### config.mk
export PLATFORM = sky130hd
export DESIGN_NAME = graph_dfs_order_engine_top
export DESIGN_NICKNAME = d
export VERILOG_FILES = /design/src/hw/rtl/gdfs_pkg.sv /design/src/hw/rtl/gdfs_ram.sv /design/src/hw/rtl/gdfs_out_stage.sv /design/src/hw/rtl/graph_dfs_order_engine_top.sv
export SDC_FILE = /design/constraint.sdc
export NUM_CORES = 1
export LEC_CHECK = 0
export ABC_CLOCK_PERIOD_IN_PS = 5300
export BUFFER_PORTS_ARGS = -buffer_cell sky130_fd_sc_hd__clkbuf_2
export CORE_MARGIN = 2
export CORE_UTILIZATION = 35
export CTS_CLUSTER_SIZE = 28
export DETAILED_ROUTE_END_ITERATION = 10
export RECOVER_POWER = 25
export SYNTH_ARGS = -nofsm -noshare
export SYNTH_HDL_FRONTEND = slang
export SYNTH_SLANG_ARGS = --single-unit
### constraint.sdc
create_clock -name clk -period 5.3 [get_ports clk]
set_input_delay 0.265 -clock clk [delete_from_list [all_inputs] [get_ports clk]]
set_output_delay 0.265 -clock clk [all_outputs]
set_load 0.01 [all_outputs]
### src/hw/rtl/gdfs_pkg.sv
`timescale 1ns / 1ps
// -----------------------------------------------------------------------------
// gdfs_pkg
// Shared types and codes for the depth-first graph order engine.
// -----------------------------------------------------------------------------
package gdfs_pkg;

	// field widths of the stream items
	localparam int VERT_W   = 3;
	localparam int STATUS_W = 2;

	// request kinds carried in s_axis_tuser
	localparam logic REQ_ADD  = 1'b0;
	localparam logic REQ_WALK = 1'b1;

	// result status codes carried in m_axis_tuser
	localparam logic [STATUS_W-1:0] ST_ADDED = 2'd0;
	localparam logic [STATUS_W-1:0] ST_DUP   = 2'd1;
	localparam logic [STATUS_W-1:0] ST_VISIT = 2'd2;

	// one result transaction
	typedef struct packed {
		logic [VERT_W-1:0]   vertex;
		logic [STATUS_W-1:0] status;
		logic                last;
	} result_t;

endpackage

### src/hw/rtl/gdfs_ram.sv
`timescale 1ns / 1ps
// -----------------------------------------------------------------------------
// gdfs_ram
// Simple dual-port synchronous RAM, one write and one registered read port.
// -----------------------------------------------------------------------------
module gdfs_ram #(
	parameter int DATA_W = 8,
	parameter int ADDR_W = 4
) (
	input  logic              clk,
	input  logic              we,
	input  logic [ADDR_W-1:0] waddr,
	input  logic [DATA_W-1:0] wdata,
	input  logic              re,
	input  logic [ADDR_W-1:0] raddr,
	output logic [DATA_W-1:0] rdata
);

	logic [DATA_W-1:0] mem [2**ADDR_W];
	logic [DATA_W-1:0] rdata_q;

	// write port
	always_ff @(posedge clk) begin
		if (we) begin
			mem[waddr] <= wdata;
		end
	end

	// read port, data held until the next read
	always_ff @(posedge clk) begin
		if (re) begin
			rdata_q <= mem[raddr];
		end
	end

	assign rdata = rdata_q;

endmodule

### src/hw/rtl/gdfs_out_stage.sv
`timescale 1ns / 1ps
// -----------------------------------------------------------------------------
// gdfs_out_stage
// Result output register; frees the sequencer from the downstream handshake.
// -----------------------------------------------------------------------------
module gdfs_out_stage (
	input  logic              clk,
	input  logic              arst_n,
	input  logic              load,
	input  gdfs_pkg::result_t res,
	output logic              free,
	output logic              m_axis_tvalid,
	input  logic              m_axis_tready,
	output logic [7:0]        m_axis_tdata,   // [2:0] vertex
	output logic [1:0]        m_axis_tuser,   // [1:0] status
	output logic              m_axis_tlast
);

	logic              vld_q;
	gdfs_pkg::result_t res_q;

	// slot is free when empty or drained this cycle
	assign free = !vld_q || m_axis_tready;

	always_ff @(posedge clk or negedge arst_n) begin
		if (!arst_n) begin
			vld_q <= 1'b0;
		end else if (load) begin
			vld_q <= 1'b1;
		end else if (m_axis_tready) begin
			vld_q <= 1'b0;
		end
	end

	always_ff @(posedge clk) begin
		if (load) begin
			res_q <= res;
		end
	end

	assign m_axis_tvalid = vld_q;
	assign m_axis_tdata  = {5'd0, res_q.vertex};
	assign m_axis_tuser  = res_q.status;
	assign m_axis_tlast  = res_q.last;

endmodule

### src/hw/rtl/graph_dfs_order_engine_top.sv
`timescale 1ns / 1ps
// Add: each scanned list entry passes S_ADD_RD then S_ADD_CMP; a new edge answers once
// the whole list is scanned, a duplicate answers at the matching entry.
// Traversal: each stored edge of a reached vertex passes S_WALK and S_NBR, each stack pop S_WALK and S_POP;
// first visit is reported when the second is found, the last one at the walk's end.
// Throughput: one request at a time; input is ready the cycle after the final result loads.
// Reset (arst_n, async): clears control state, neighbor counts and visited marks.
// -----------------------------------------------------------------------------
// graph_dfs_order_engine_top
// Directed graph in adjacency-list RAM with a stack-based depth-first walk.
// -----------------------------------------------------------------------------
module graph_dfs_order_engine_top #(
	parameter int VERTICES = 8
) (
	input  logic       clk,
	input  logic       arst_n,
	input  logic       s_axis_tvalid,
	output logic       s_axis_tready,
	input  logic [7:0] s_axis_tdata,   // [2:0] src_vertex, [5:3] dst_vertex
	input  logic       s_axis_tuser,   // [0] req_type
	output logic       m_axis_tvalid,
	input  logic       m_axis_tready,
	output logic [7:0] m_axis_tdata,   // [2:0] vertex
	output logic [1:0] m_axis_tuser,   // [1:0] status
	output logic       m_axis_tlast
);

	// only vertices reachable through the 3-bit fields hold edges
	localparam int NV    = (VERTICES < 8) ? VERTICES : 8;
	localparam int VI_W  = $clog2(NV);
	localparam int CNT_W = $clog2(NV + 1);
	localparam int NA_W  = 2 * VI_W;
	localparam int FR_W  = VI_W + CNT_W;

	localparam logic [2:0] S_IDLE    = 3'd0;
	localparam logic [2:0] S_ADD_RD  = 3'd1;
	localparam logic [2:0] S_ADD_CMP = 3'd2;
	localparam logic [2:0] S_WALK    = 3'd3;
	localparam logic [2:0] S_NBR     = 3'd4;
	localparam logic [2:0] S_POP     = 3'd5;

	// input decode
	logic [2:0]      src_in, dst_in;
	logic            src_ok, dst_ok;
	assign src_in = s_axis_tdata[2:0];
	assign dst_in = s_axis_tdata[5:3];
	assign src_ok = (7'(src_in) < 7'(NV));
	assign dst_ok = (7'(dst_in) < 7'(NV));

	// sequencer state
	logic [2:0]       state_q, state_d;
	logic [VI_W-1:0]  s_q, s_d, d_q, d_d;
	logic [CNT_W-1:0] scan_q, scan_d;
	logic [VI_W-1:0]  top_v_q, top_v_d;
	logic [CNT_W-1:0] top_pos_q, top_pos_d;
	logic [CNT_W-1:0] depth_q, depth_d;
	logic [VI_W-1:0]  pend_q, pend_d;
	logic [NV-1:0]    visited_q, visited_d;
	logic [CNT_W-1:0] cnt_q [NV];
	logic [CNT_W-1:0] cnt_d [NV];

	// memory ports
	logic             nbr_we, nbr_re;
	logic [NA_W-1:0]  nbr_waddr, nbr_raddr;
	logic [VI_W-1:0]  nbr_wdata, nbr_rdata;
	logic             stk_we, stk_re;
	logic [VI_W-1:0]  stk_waddr, stk_raddr;
	logic [FR_W-1:0]  stk_wdata, stk_rdata;

	// result path
	logic              res_load, out_free;
	gdfs_pkg::result_t res;

	logic [CNT_W-1:0] cnt_s, cnt_top, depth_m1, depth_m2;
	assign cnt_s    = cnt_q[s_q];
	assign cnt_top  = cnt_q[top_v_q];
	assign depth_m1 = depth_q - CNT_W'(1);
	assign depth_m2 = depth_q - CNT_W'(2);

	assign s_axis_tready = (state_q == S_IDLE);

	// next-state and memory control
	always_comb begin
		state_d   = state_q;
		s_d       = s_q;
		d_d       = d_q;
		scan_d    = scan_q;
		top_v_d   = top_v_q;
		top_pos_d = top_pos_q;
		depth_d   = depth_q;
		pend_d    = pend_q;
		visited_d = visited_q;
		cnt_d     = cnt_q;
		nbr_we    = 1'b0;
		nbr_waddr = '0;
		nbr_wdata = '0;
		nbr_re    = 1'b0;
		nbr_raddr = '0;
		stk_we    = 1'b0;
		stk_waddr = '0;
		stk_wdata = '0;
		stk_re    = 1'b0;
		stk_raddr = '0;
		res_load  = 1'b0;
		res       = '0;
		case (state_q)
			S_IDLE: begin
				if (s_axis_tvalid) begin
					s_d = src_in[VI_W-1:0];
					d_d = dst_in[VI_W-1:0];
					if (s_axis_tuser == gdfs_pkg::REQ_ADD) begin
						if (src_ok && dst_ok) begin
							scan_d  = '0;
							state_d = S_ADD_RD;
						end
					end else if (src_ok) begin
						visited_d                    = '0;
						visited_d[src_in[VI_W-1:0]] = 1'b1;
						pend_d    = src_in[VI_W-1:0];
						top_v_d   = src_in[VI_W-1:0];
						top_pos_d = '0;
						depth_d   = CNT_W'(1);
						state_d   = S_WALK;
					end
				end
			end
			// duplicate scan: read one list entry per visit
			S_ADD_RD: begin
				if (scan_q < cnt_s) begin
					nbr_re    = 1'b1;
					nbr_raddr = {s_q, scan_q[VI_W-1:0]};
					state_d   = S_ADD_CMP;
				end else if (out_free) begin
					res_load   = 1'b1;
					res.vertex = '0;
					res.status = gdfs_pkg::ST_ADDED;
					res.last   = 1'b1;
					if (cnt_s < CNT_W'(NV)) begin
						nbr_we     = 1'b1;
						nbr_waddr  = {s_q, cnt_s[VI_W-1:0]};
						nbr_wdata  = d_q;
						cnt_d[s_q] = cnt_s + CNT_W'(1);
					end
					state_d = S_IDLE;
				end
			end
			S_ADD_CMP: begin
				if (nbr_rdata == d_q) begin
					if (out_free) begin
						res_load   = 1'b1;
						res.vertex = '0;
						res.status = gdfs_pkg::ST_DUP;
						res.last   = 1'b1;
						state_d    = S_IDLE;
					end
				end else begin
					scan_d  = scan_q + CNT_W'(1);
					state_d = S_ADD_RD;
				end
			end
			// top frame: fetch next neighbor, or pop
			S_WALK: begin
				if (top_pos_q < cnt_top) begin
					nbr_re    = 1'b1;
					nbr_raddr = {top_v_q, top_pos_q[VI_W-1:0]};
					top_pos_d = top_pos_q + CNT_W'(1);
					state_d   = S_NBR;
				end else if (depth_q == CNT_W'(1)) begin
					if (out_free) begin
						res_load   = 1'b1;
						res.vertex = 3'(pend_q);
						res.status = gdfs_pkg::ST_VISIT;
						res.last   = 1'b1;
						depth_d    = '0;
						state_d    = S_IDLE;
					end
				end else begin
					stk_re    = 1'b1;
					stk_raddr = depth_m2[VI_W-1:0];
					depth_d   = depth_m1;
					state_d   = S_POP;
				end
			end
			// fetched neighbor: skip if visited, else report previous visit, push frame, descend
			S_NBR: begin
				if (visited_q[nbr_rdata]) begin
					state_d = S_WALK;
				end else if (out_free) begin
					res_load             = 1'b1;
					res.vertex           = 3'(pend_q);
					res.status           = gdfs_pkg::ST_VISIT;
					res.last             = 1'b0;
					pend_d               = nbr_rdata;
					visited_d[nbr_rdata] = 1'b1;
					stk_we               = 1'b1;
					stk_waddr            = depth_m1[VI_W-1:0];
					stk_wdata            = {top_v_q, top_pos_q};
					top_v_d              = nbr_rdata;
					top_pos_d            = '0;
					depth_d              = depth_q + CNT_W'(1);
					state_d              = S_WALK;
				end
			end
			S_POP: begin
				top_v_d   = stk_rdata[FR_W-1:CNT_W];
				top_pos_d = stk_rdata[CNT_W-1:0];
				state_d   = S_WALK;
			end
			default: begin
				state_d = S_IDLE;
			end
		endcase
	end

	// control registers
	always_ff @(posedge clk or negedge arst_n) begin
		if (!arst_n) begin
			state_q   <= S_IDLE;
			depth_q   <= '0;
			visited_q <= '0;
			cnt_q     <= '{default: '0};
		end else begin
			state_q   <= state_d;
			depth_q   <= depth_d;
			visited_q <= visited_d;
			cnt_q     <= cnt_d;
		end
	end

	// working registers
	always_ff @(posedge clk) begin
		s_q       <= s_d;
		d_q       <= d_d;
		scan_q    <= scan_d;
		top_v_q   <= top_v_d;
		top_pos_q <= top_pos_d;
		pend_q    <= pend_d;
	end

	// adjacency lists, row per source vertex
	gdfs_ram #(
		.DATA_W (VI_W),
		.ADDR_W (NA_W)
	) u_nbr_ram (
		.clk   (clk),
		.we    (nbr_we),
		.waddr (nbr_waddr),
		.wdata (nbr_wdata),
		.re    (nbr_re),
		.raddr (nbr_raddr),
		.rdata (nbr_rdata)
	);

	// walk stack frames below the cached top
	gdfs_ram #(
		.DATA_W (FR_W),
		.ADDR_W (VI_W)
	) u_stk_ram (
		.clk   (clk),
		.we    (stk_we),
		.waddr (stk_waddr),
		.wdata (stk_wdata),
		.re    (stk_re),
		.raddr (stk_raddr),
		.rdata (stk_rdata)
	);

	gdfs_out_stage u_out (
		.clk           (clk),
		.arst_n        (arst_n),
		.load          (res_load),
		.res           (res),
		.free          (out_free),
		.m_axis_tvalid (m_axis_tvalid),
		.m_axis_tready (m_axis_tready),
		.m_axis_tdata  (m_axis_tdata),
		.m_axis_tuser  (m_axis_tuser),
		.m_axis_tlast  (m_axis_tlast)
	);

`ifndef SYNTHESIS
	a_depth_bound: assert property (@(posedge clk) disable iff (!arst_n)
		depth_q <= CNT_W'(NV))
		else $error("walk stack deeper than vertex count");

	a_load_free: assert property (@(posedge clk) disable iff (!arst_n)
		res_load |-> out_free)
		else $error("result loaded into a busy output register");

	a_walk_start: assert property (@(posedge clk) disable iff (!arst_n)
		(s_axis_tvalid && s_axis_tready && s_axis_tuser == gdfs_pkg::REQ_WALK && src_ok)
		|=> $onehot(visited_q) && depth_q == CNT_W'(1))
		else $error("traversal did not start from a single marked vertex");

	a_walk_end: assert property (@(posedge clk) disable iff (!arst_n)
		(state_q == S_WALK && state_d == S_IDLE) |-> (res_load && res.last))
		else $error("traversal ended without a final visit report");

	a_cnt_bound: assert property (@(posedge clk) disable iff (!arst_n)
		(state_q == S_ADD_RD) |-> cnt_s <= CNT_W'(NV))
		else $error("neighbor list longer than vertex count");
`endif

endmodule
### Yosys cells after proc, flatten, opt, wreduce, memory -nomap -nowiden

Memories as Yosys holds them, arrays and structs flattened. A register that Yosys moved wholly into a read port is not among the register bits.
Index checks and enable logic that the tools add are counted.

* order comparisons: 10
* muxes and demuxes: 107
* equal/unequal tests: 17
* shift-type cells: 0
* reductions and logical operators: 20
* add/subtract/negate cells: 6
* bitwise operators: 4
* multipliers: 0
* divide/modulo/power cells: 0

Operator list (count)
* 4-bit 2-to-1 mux: 19
* 3-bit 2-to-1 mux: 22
* 6-bit 2-to-1 mux: 11
* 32-bit bitwise mux: 1
* 8-bit 2-to-1 mux: 4
* 1-bit 2-to-1 mux: 27
* 4-bit binary-select mux with 3-bit select: 2
* 6-bit one-hot mux with 4 select lines: 1
* 7-bit 2-to-1 mux: 3
* 3-bit one-hot mux with 6 select lines: 1
* 4-bit by 1-bit adder with 4-bit output (second input constant): 4
* 4-bit one-hot mux with 4 select lines: 1
* 8-bit one-hot mux with 2 select lines: 1
* 2-bit inequality test (second input constant): 7
* 4-bit demux with 3-bit select: 1
* 4-bit one-hot mux with 3 select lines: 1
* 6-bit one-hot mux with 2 select lines: 1
* 5-bit AND reduction: 2
* 3-bit one-hot mux with 3 select lines: 1
* 4-bit >= comparator (second input constant): 2
* 3-bit by 4-bit less-than comparator with 1-bit output (second input constant): 2
* 4-bit less-than comparator: 2
* 3-bit inverter with 4-bit output: 2
* 8-bit OR: 1
* other kinds (31): 45

* latch bits: 0
* memory bits (read-only): 0
* memory bits (writable): 248
* bits in registers: 74
* memories kept: 2
* output and inout bits: 13
* bits of input ports: 13

Memory list
* u_nbr_ram.mem: depth 64, bits a word 3, read ports 1, clocked after memory_dff 1, wr ports 1, line gdfs_ram.sv:19 `logic [DATA_W-1:0] mem [2**ADDR_W];`
* u_stk_ram.mem: depth 8, bits a word 7, read ports 1, clocked after memory_dff 1, wr ports 1, line gdfs_ram.sv:19

### Longest topological paths before layout

* word-level depth: 11
* depth in mapped cells: 18
* gate-level depth less buffers: 14

### By module

Synthesis repeated with hierarchy kept, for this count alone.

* cells, all modules: 964
* area, all modules: 14996.9 µm²

Modules (own cells, without submodules)
* gdfs_ram at u_nbr_ram: area an instance 7945.1 µm², sequential area each 5855.6 µm², instances 1, cells each 432
* graph_dfs_order_engine_top: area an instance 4346.7 µm², sequential area each 1776.7 µm², instances 1, cells each 416
* gdfs_ram at u_stk_ram: area an instance 2436.1 µm², sequential area each 1891.8 µm², instances 1, cells each 101
* gdfs_out_stage: area an instance 269.0 µm², sequential area each 205.2 µm², instances 1, cells each 15

### Worst setup path before layout

Ideal clock, no wire load.

* path kind: register -> register
* start point: register s_q[2]
* end point: register u_nbr_ram.rdata_q[0] (netlist: u_nbr_ram.rdata[0]), read port of u_nbr_ram.mem, data pin
* period minus slack after synthesis: 3.917 ns
* buffers on the path: 4
* arrival time: 3.653 ns
* slack: 1.383 ns
* stages on the path, launching flop included: 16
* data required time: 5.036 ns
* cell sequence: edfxtp_1 > clkbuf_1 > clkbuf_1 > a21oi_1 > a211oi_1 > ha_1 > o21a_1 > o21a_1 > o32a_1 > buf_4 > buf_2 > mux4_2 > o2111ai_1 > nand4_1 > a211oi_1 > a31oi_1

* longest elaborated chain between the ends: 7

Ends and longest elaborated chain
* start, declared: line graph_dfs_order_engine_top.sv:52 `logic [VI_W-1:0] s_q, s_d, d_q, d_d;`
* start signal, assigned: line graph_dfs_order_engine_top.sv:232 `s_q <= s_d;`
* 3-bit inverter with 4-bit output (not written as such): line graph_dfs_order_engine_top.sv:75 `assign cnt_s = cnt_q[s_q];`
* 4-bit binary-select mux with 3-bit select: line graph_dfs_order_engine_top.sv:75
* 4-bit 2-to-1 mux (not written as such) (2 in series): line graph_dfs_order_engine_top.sv:75
* 4-bit less-than comparator: line graph_dfs_order_engine_top.sv:129 `if (scan_q < cnt_s) begin`
* 6-bit 2-to-1 mux / 1-bit 2-to-1 mux (equally long branches): line graph_dfs_order_engine_top.sv:129
* 6-bit one-hot mux with 2 select lines / 1-bit one-hot mux with 2 select lines (equally long branches): line graph_dfs_order_engine_top.sv:106 `case (state_q)`
* end, declared: line gdfs_ram.sv:20 `logic [DATA_W-1:0] rdata_q;`

Several ways; a longest one is shown, not always the timed one. The select of a mux whose other input is x is not followed.
A chain may end at the register's enable or synchronous reset.

### Final worst setup path

* start point: register s_q[0]
* end point: register u_nbr_ram.rdata_q[2] (netlist: u_nbr_ram.rdata[2]), read port of u_nbr_ram.mem, data pin

The elaborated chain is that of the path after synthesis.

==> impl_metrics.py <==
metrics = {
    "timing": {
        "rsz0062_at_grt": "false",
        "skew_ps": 22.7,
        "report.final.slew_viol_count": 49,
        "period_needed_ps": 5080,
        "final.setup.tns_ps": 0,
        "hold_ws_ps": 112,
        "fmax_ghz": 0.197,
        "relSlewSlack_pct": -96.1,
        "hold_viol_final": 0,
        "finalSetupViolations": 0,
        "worst_pin_slew_ps": 2940,
        "min_period_over_period_pct": 95.9,
    },
    "final_layout": {
        "insertedDiodeCount": 0,
        "nNetsFinal": 1085,
        "layout_common_cells": "edfxtp_1 (284), nor2_1 (109), nand2_1 (98)",
        "area_delta_synth_final_pct": 13.0,
        "n_fill_cell": 3870,
        "final_common_cell": "edfxtp_1",
        "instances_no_fill": 1621,
        "drive_gt1_share_pct": 17.4,
    },
    "min_path": {
        "min_path_cells": 4,
        "hold_class": "input pin to flip-flop",
    },
    "die": {
        "die-area_um2": 44000,
        "ioPinCount": 26,
        "rows": 75,
        "core_um2": 41900,
        "die_y_um": 210,
        "start_util_pct": 35.4,
        "fp.dieW_um": 210,
    },
    "yosys": {
        "synth_area_per_cell_um2": 14.5,
        "ys_warn_count": 0,
        "synthCells": 1019,
        "syn_area_um2": 14800,
        "synth-edff-count": 284,
        "ys_seq_area_share_pct": 65.7,
        "synthArstFlopShare_pct": 14.5,
        "ys_types": 67,
        "synth-main-ff-cell": "edfxtp_1",
        "ys_seq_elements": 332,
    },
    "status": {
        "violations": "capacitance limit, slew limit",
        "status": "finished with violations",
    },
    "routing": {
        "viasPerCell": 5.40,
        "ant_nets": 0,
        "num_vias": 8761,
        "wl_met2_mm": 16.2,
        "drtIter0Drc": 740,
        "finalWirelength_mm": 33.9,
        "drc": 0,
        "avgRoutedWirePerCell_um": 20.9,
        "routed-wl-met3_mm": 1.96,
        "wirelength_met1_mm": 14.9,
        "drt_pass1_iterations": 5,
        "routed.top_layer": "met4",
    },
    "place": {
        "hpwl_mm": 22.0,
        "place_congestion": 0.844,
        "port_buffers": 18,
        "dp_cells": 1553,
    },
    "clock_network": {
        "post_cts_buffers": 0,
        "cts_tree": "built",
        "cts_buffers": 37,
        "clk_latency_ps": 540,
        "post_cts_resized": 0,
        "root_buffer": "clkbuf_16",
        "holdBufCountCts": 4,
        "clock-sinks": 332,
        "htreeDepth": 2,
        "clock_path_buffers": 3,
        "clk_pin_slew_ps": 60,
    },
    "power": {
        "power.total_mw": 8.70,
        "powerDensity_nw_per_um2": 520,
        "p_leak_nw": 5.79,
        "max-vdd-ir-drop_uv": 245,
    },
    "job": {
        "maxCapViolations": 1,
    },
    "global_route": {
        "grt_overflow": 0,
        "grt_pass1_vias": 8825,
        "grt_pass1_wl_mm": 52.1,
        "grt_max_degree": 65,
        "antenna_found_initial": 0,
        "track_usage_pct": 15.5,
    },
    "worst_setup_path": {
        "cp.arrival_ps": 5350,
        "rr_worst_depth": 13,
        "worstSetupPathType": "flip-flop to flip-flop",
        "cp.required_ps": 5560,
        "cp-start-kind": "flip-flop",
        "worst-path-max-fanout": 35,
        "crit_path_end_kind": "flip-flop",
    },
}
==> worst paths after layout <==
| kind | from | end | slack (ps) |
|---|---|---|---|
| max | s_q[0] | u_nbr_ram.rdata[2] | 220 |
| min | m_axis_tready | state_q[0] | 110 |
| max reg2reg | s_q[0] | u_nbr_ram.rdata[2] | 220 |
| min reg2reg | cnt_q[27] | cnt_q[27] | 500 |
| max in group asynchronous | arst_n | cnt_q[25] | 2290 |
| min in group asynchronous | arst_n | state_q[2] | 1320 |
==> critical path: stages, from the launching register on <==
cell and delay (ps):
edfxtp_1 770, mux4_2 590, mux2i_1 390, ha_1 350
a211oi_1 410, nand3b_1 200, o211ai_4 350, a32o_1 240
buf_12 240, mux4_2 320, mux2i_1 280, nor2_1 90
o31a_1 370, o311a_1 200
==> stage by stage <==
step	setup WS [ps]	utilization, %	cell area, µm²
3_5_place_dp	325	37.3	15600
4_1_cts	300	40.1	16800
6_report	219	40.0	16700
3_3_place_gp	393	37.3	15600
5_1_grt	64.6	40.0	16700
2_1_floorplan	1380	-	14800
==> final cells by class <==
| class | instances | area (µm²) | share of cell area [%] |
|---|---|---|---|
| inverter | 18 | 67.6 | 0.404 |
| timing repair buffer | 52 | 347 | 2.07 |
| multi-input combinational | 616 | 4790 | 28.6 |
| sequential | 332 | 9730 | 58.1 |
| clock inverter | 23 | 190 | 1.14 |
| tap | 539 | 674 | 4.03 |
| clock buffer | 41 | 941 | 5.62 |
==> synthesized netlist by cell type (2+ instances only) <==
cell type	n	area share, %
buf_4	10	0.51
nor3b_1	2	0.10
o31ai_1	5	0.25
dfrtp_1	48	8.1
nor3_1	11	0.37
o21ai_0	30	1.0
o22ai_1	5	0.21
ha_1	15	1.3
nand3_1	36	1.2
o211ai_1	2	0.10
or3_1	5	0.21
nand3b_1	4	0.20
a22oi_1	7	0.35
nor4_1	3	0.13
o21a_1	6	0.30
and3_1	7	0.30
o2111ai_1	4	0.24
buf_1	6	0.15
a32oi_1	2	0.12
a31oi_1	10	0.42
a21oi_1	25	0.84
edfxtp_1	284	58
buf_2	17	0.57
o32a_1	2	0.14
nand2b_1	8	0.34
a311oi_1	4	0.24
xor2_1	7	0.41
mux4_2	61	9.3
mux2_2	27	2.1
nand2_1	98	2.5
a211oi_1	15	0.76
or2_2	4	0.17
nor2b_1	12	0.51
clkbuf_1	23	0.58
xnor2_1	5	0.30
nand4_1	7	0.30
o21ai_1	3	0.10
inv_1	17	0.43
a22o_1	6	0.35
o21bai_1	5	0.25
and2_1	14	0.59
nor2_1	109	2.8
mux2i_1	24	1.6
==> cells by family (layout without fill, tap and decap cells) <==
logic type,Yosys count,after routing,synth area share [%]
mux,113,113,13.1
simple gates,325,325,9.94
flops,332,332,65.7
xor+xnor,12,12,0.709
other cells,1,5,0.0253
fa+ha+maj,15,15,1.27
compound gates,146,146,6.93
buf+inv,75,134,2.35
==> power by group <==
group | leakage (nW) | internal, mW | switching [mW] | total, mW
Clock | 0.543 | 1.39 | 1.05 | 2.43
Sequential | 3.24 | 3.28 | 0.328 | 3.61
Combinational | 2.01 | 1.06 | 1.60 | 2.66
==> routing by layer <==
metal  vias up  global-route usage [%]
li1       3982                       -
met1      4469                    21.1
met2       258                    25.0
met3        52                    2.72
met4         0                    5.26
met5         -                       0
==> registers in the layout (all words and copies together), names as in the netlist, 2 cells and up <==
name	flops
cnt_q	32
d_q	3
depth_q	4
pend_q	3
s_q	3
scan_q	4
state_q	3
top_pos_q	4
top_v_q	3
u_nbr_ram.mem	192
u_nbr_ram.rdata	3
u_out.m_axis_tdata	3
u_out.m_axis_tuser	2
u_stk_ram.mem	56
u_stk_ram.rdata	7
visited_q	8
No activity file was read; power rests on OpenSTA's default activity.
